File: src/sv/svt_pkg.sv
// Shared types and constants for the sorted value table.
// No dependencies; used by every module of the block.
package svt_pkg;

    localparam int DEFAULT_CAPACITY = 64;
    localparam int DATA_W  = 32;
    localparam int INDEX_W = 6;
    localparam int COUNT_W = 7;

    localparam logic [2:0] OP_INSERT       = 3'd0;
    localparam logic [2:0] OP_REMOVE_VALUE = 3'd1;
    localparam logic [2:0] OP_REMOVE_INDEX = 3'd2;
    localparam logic [2:0] OP_CONTAINS     = 3'd3;
    localparam logic [2:0] OP_READ_INDEX   = 3'd4;
    localparam logic [2:0] OP_INDEX_OF     = 3'd5;

    localparam logic [1:0] ST_OK   = 2'd0;
    localparam logic [1:0] ST_MISS = 2'd1;
    localparam logic [1:0] ST_FULL = 2'd2;

    localparam logic signed [DATA_W-1:0] READ_INVALID = 32'sh7FFF_FFFF;

    typedef struct packed {
        logic [2:0]                operation;
        logic signed [DATA_W-1:0]  value_in;
        logic [INDEX_W-1:0]        index_in;
    } svt_req_t;

    typedef struct packed {
        logic [1:0]                status;
        logic signed [DATA_W-1:0]  value_out;
        logic [INDEX_W-1:0]        position_out;
        logic [COUNT_W-1:0]        count_out;
    } svt_rsp_t;

    // control broadcast from the sequencer to every cell
    typedef struct packed {
        logic       eval;
        logic       upd;
        logic [2:0] op;
        logic       found;
        logic       idx_ok;
        logic       full;
    } svt_ctl_t;

    typedef enum logic [1:0] {
        S_IDLE,
        S_EVAL,
        S_UPD
    } svt_state_t;

endpackage

File: src/sv/svt_cell.sv
// One storage cell of the sorted table: holds one entry and its compare flags.
// Depends on svt_pkg; instantiated in a row by sorted_value_table.
module svt_cell
    import svt_pkg::*;
#(
    parameter int CNT_W = 7
)
(
    input  logic                      clk,
    input  logic [CNT_W-1:0]          pos,
    input  logic [CNT_W-1:0]          count,
    input  logic signed [DATA_W-1:0]  value,
    input  logic [INDEX_W-1:0]        index,
    input  svt_ctl_t                  ctl,
    input  logic                      prev_gt,
    input  logic                      prev_ge,
    input  logic signed [DATA_W-1:0]  prev_entry,
    input  logic signed [DATA_W-1:0]  next_entry,
    output logic signed [DATA_W-1:0]  entry,
    output logic                      gt,
    output logic                      ge,
    output logic                      hit,
    output logic                      at_idx
);

    localparam int CMP_W = (CNT_W > INDEX_W) ? CNT_W : INDEX_W;

    logic signed [DATA_W-1:0] entry_reg, entry_next;
    logic gt_reg, ge_reg, eq_reg, at_idx_reg, from_idx_reg;
    logic occ;
    logic [CMP_W-1:0] pos_x, idx_x;

    assign occ   = pos < count;
    assign pos_x = CMP_W'(pos);
    assign idx_x = CMP_W'(index);

    always_ff @(posedge clk)
    begin
        if (ctl.eval)
        begin
            gt_reg       <= occ && (entry_reg >  value);
            ge_reg       <= occ && (entry_reg >= value);
            eq_reg       <= occ && (entry_reg == value);
            at_idx_reg   <= pos_x == idx_x;
            from_idx_reg <= pos_x >= idx_x;
        end
        entry_reg <= entry_next;
    end

    always_comb
    begin
        entry_next = entry_reg;
        if (ctl.upd)
        begin
            case (ctl.op)
                OP_INSERT:
                begin
                    if (!ctl.full)
                    begin
                        if (prev_ge && !ge_reg)
                            entry_next = value;
                        else if (!prev_ge)
                            entry_next = prev_entry;
                    end
                end
                OP_REMOVE_VALUE:
                begin
                    if (ctl.found && !gt_reg)
                        entry_next = next_entry;
                end
                OP_REMOVE_INDEX:
                begin
                    if (ctl.idx_ok && from_idx_reg)
                        entry_next = next_entry;
                end
                default:
                begin
                    entry_next = entry_reg;
                end
            endcase
        end
    end

    // first equal entry sits right after the last greater one
    assign hit    = prev_gt && !gt_reg && eq_reg;
    assign entry  = entry_reg;
    assign gt     = gt_reg;
    assign ge     = ge_reg;
    assign at_idx = at_idx_reg;

endmodule

File: config.mk
export PLATFORM = sky130hd
export DESIGN_NAME = svt_cell
export DESIGN_NICKNAME = d
export VERILOG_FILES = /design/src/sv/svt_pkg.sv /design/src/sv/svt_cell.sv
export SDC_FILE = /design/constraint.sdc
export NUM_CORES = 1
export LEC_CHECK = 0
export ABC_AREA = 1
export BUFFER_PORTS_ARGS = -buffer_cell sky130_fd_sc_hd__buf_2
export CAP_MARGIN = 40
export CORE_ASPECT_RATIO = 1.1
export CORE_MARGIN = 2
export CORE_UTILIZATION = 35
export CTS_CLUSTER_DIAMETER = 50
export CTS_CLUSTER_SIZE = 10
export DETAILED_ROUTE_END_ITERATION = 16
export PLACE_DENSITY = 0.67
export REMOVE_ABC_BUFFERS = 1
export SLEW_MARGIN = 10
export SYNTH_ARGS = -nofsm -noshare
export SYNTH_HDL_FRONTEND = slang
export SYNTH_SLANG_ARGS = --single-unit
File: constraint.sdc
create_clock -name clk -period 9.3 [get_ports clk]
set_input_delay 1.395 -clock clk [delete_from_list [all_inputs] [get_ports clk]]
set_output_delay 1.395 -clock clk [all_outputs]
set_load 0.1 [all_outputs]
==> results.py <==
metrics = {
    "floorplanning": {
        "die_y_um": 102,
        "ios": 163,
        "initial_core_util_pct": 36.3,
        "rows": 35,
        "fp.dieW_um": 93.3,
        "core_area_mm2": 0.00845,
        "die-area_mm2": 0.00954,
    },
    "detailed_routing": {
        "wl_per_cell_um": 12.6,
        "via_per_inst": 4.88,
        "totalWireLength_mm": 8.34,
        "vias": 3224,
        "drtIter0Drc": 100,
        "dr.pass1.iters": 4,
        "postRouteAntennaNets": 0,
        "drc_errors": 0,
    },
    "clocking": {
        "cts_max_level": 2,
        "root_buffer": "clkbuf_8",
        "post_cts.repair.setup_buffers": 0,
        "clk_pin_slew_ps": 70,
        "hold_buffers": 0,
        "cts.sinks": 37,
        "cts.repair.resized": 0,
        "tritoncts": "yes",
        "worstSkewPairLatency_ps": 280,
        "numCtsBuffers": 5,
        "clockBufferDepth": 2,
    },
    "synth": {
        "netlist_top_cells_count": "nand2_1, inv_1, ha_1, nor2_1, edfxtp_1",
        "synth_area_mm2": 0.00307,
        "synthDistinctLibCells": 25,
        "yosysMostFrequentCell": "nand2_1",
        "async_flop_share_pct": 0,
        "synth-seq-area-share_pct": 36.2,
        "synth_seq_cells": 37,
        "synth_top_area_share_pct": 36.2,
        "synth_cells": 394,
        "avgSynthCellArea_um2": 7.79,
        "synth_enable_flop_cells": 37,
        "yosysTopAreaCell": "edfxtp_1",
        "yosys_warnings": 0,
        "synth_ff_type": "edfxtp_1",
        "yosys-top-cells-area": "edfxtp_1, ha_1, nand2_1",
    },
    "sta": {
        "setup_tns_ps": 0,
        "relSlewSlack_pct": 54.3,
        "max_slew.worst_pin.slew_ps": 685,
        "finalSetupViolCount": 0,
        "fin_skew_ps": 5.07,
        "fin_crit_sh_pct": 36.5,
        "max_clock_freq_mhz": 294,
        "rsz0062_at_grt": "false",
        "hold_viol": 0,
        "slew_viol_final": 0,
        "period_needed_ps": 3400,
    },
    "critical_path": {
        "start_kind": "input pin",
        "crit_required_ps": 7910,
        "worst_setup_path_end_kind": "output port",
        "worstPathArrival_ps": 2000,
        "cp_max_fo": 1,
        "path_class": "input pin to output port",
    },
    "cells_and_area": {
        "diodes": 0,
        "largest_register_ffs": 32,
        "final_cell_count_no_fill": 661,
        "areaGrowthSynthToFinish_pct": 33.1,
        "fillCellCount": 870,
        "layout-drive-gt1-share_pct": 33.3,
        "nNetsFinal": 721,
    },
    "global_routing": {
        "grt_pass1_vias": 3152,
        "grt_first_pass_wirelength_mm": 13.5,
        "grt_max_degree": 39,
        "grt_overflow": 0,
        "antenna_found_initial": 0,
        "track_usage_pct": 17.5,
    },
    "placement": {
        "dp.cells": 654,
        "place_hpwl_mm": 6.75,
        "port_buffers": 162,
        "gp_congestion": 0.771,
    },
    "outcome": {
        "status": "completed",
    },
    "min_path": {
        "hp-class": "flop to flop",
    },
    "power": {
        "ir_worst_vdd_mv": 0.0533,
        "power.static_leakage_uw": 0.00219,
        "pwr_density_cell_mw_per_mm2": 122,
    },
    "flow_run": {
        "maxCapViolations": 0,
    },
}
per-stage QoR:
stage | util (%) | power [µW] | worst slack (ps) | hold WS [ps] | cell area, µm²
2_1_floorplan | - | 334 | 3790 | 1130 | 3000
4_1_cts | 48.3 | 505 | 5900 | 946 | 4080
5_1_grt | 48.3 | 529 | 5860 | 1070 | 4080
6_report | 48.3 | 498 | 5900 | 928 | 4080
3_5_place_dp | 47.4 | 396 | 5900 | 923 | 4010
3_3_place_gp | 46.9 | 388 | 5850 | 891 | 3960
layer usage:
metal  up-vias  GRT usage, %  share of wire, %
li1       1647             -                 -
met1      1447          20.5                41
met2       116          32.6                50
met3        14          4.06               7.3
met4         0          3.96               1.4
met5         -             0                 0
final timing paths:
path,endpoint,cells past startpoint,from,slack (ps)
worst max-delay path,hit,4,prev_gt,5900
worst min-delay path,ge,5,entry[31],930
worst max register to register,entry[7],5,ge,7110
worst min register to register,ge,5,entry[31],930
worst max-delay path, cell delays in order:
cell and delay [ps]:
buf_2 80, nand2_1 40, nor2_1 70, buf_2 430
power breakdown:
group	total, µW	internal, µW	switching (µW)
clock	107	50.6	56.6
sequential	202	198	4.66
combinational	189	60.4	128
total	498	309	189
layout make-up:
cell class,instances,area (µm²),area share [%]
clock buffers,6,72.6,1.78
clock inverters,1,3.75,0.0919
inverters,60,225,5.51
multi-input cells,281,1670,40.8
flip-flops and latches,37,1110,27.2
well taps,111,139,3.40
repair buffers,165,866,21.2
cells by family after synthesis:
group,synth area share [%]
buffers and inverters,9.70
AO/OA/AOI/OAI,12.1
AND/OR/NAND/NOR,24.0
adder cells (fa/ha/maj),17.9
flip-flops,36.2
cell usage in the layout, fill, tap and decap left out:
cell type  count
buf_2        162
nand2_1       84
inv_1         54
nor2_1        44
ha_1          44
edfxtp_1      37
nand3_1       35
a31oi_1       33
a21oi_1       21
inv_2          5
clkbuf_8       5
nor2_2         3
o21ai_0        3
nand4_1        2
clkinv_1       2
o21a_1         2
nor4_1         2
nand2_2        1
nand4_2        1
a21o_1         1
a21oi_2        1
nand3_2        1
a211oi_1       1
o211ai_1       1
nor4b_2        1
clkbuf_1       1
buf_12         1
buf_16         1
buf_4          1
Note: power is estimated with default switching activity, not from simulation.
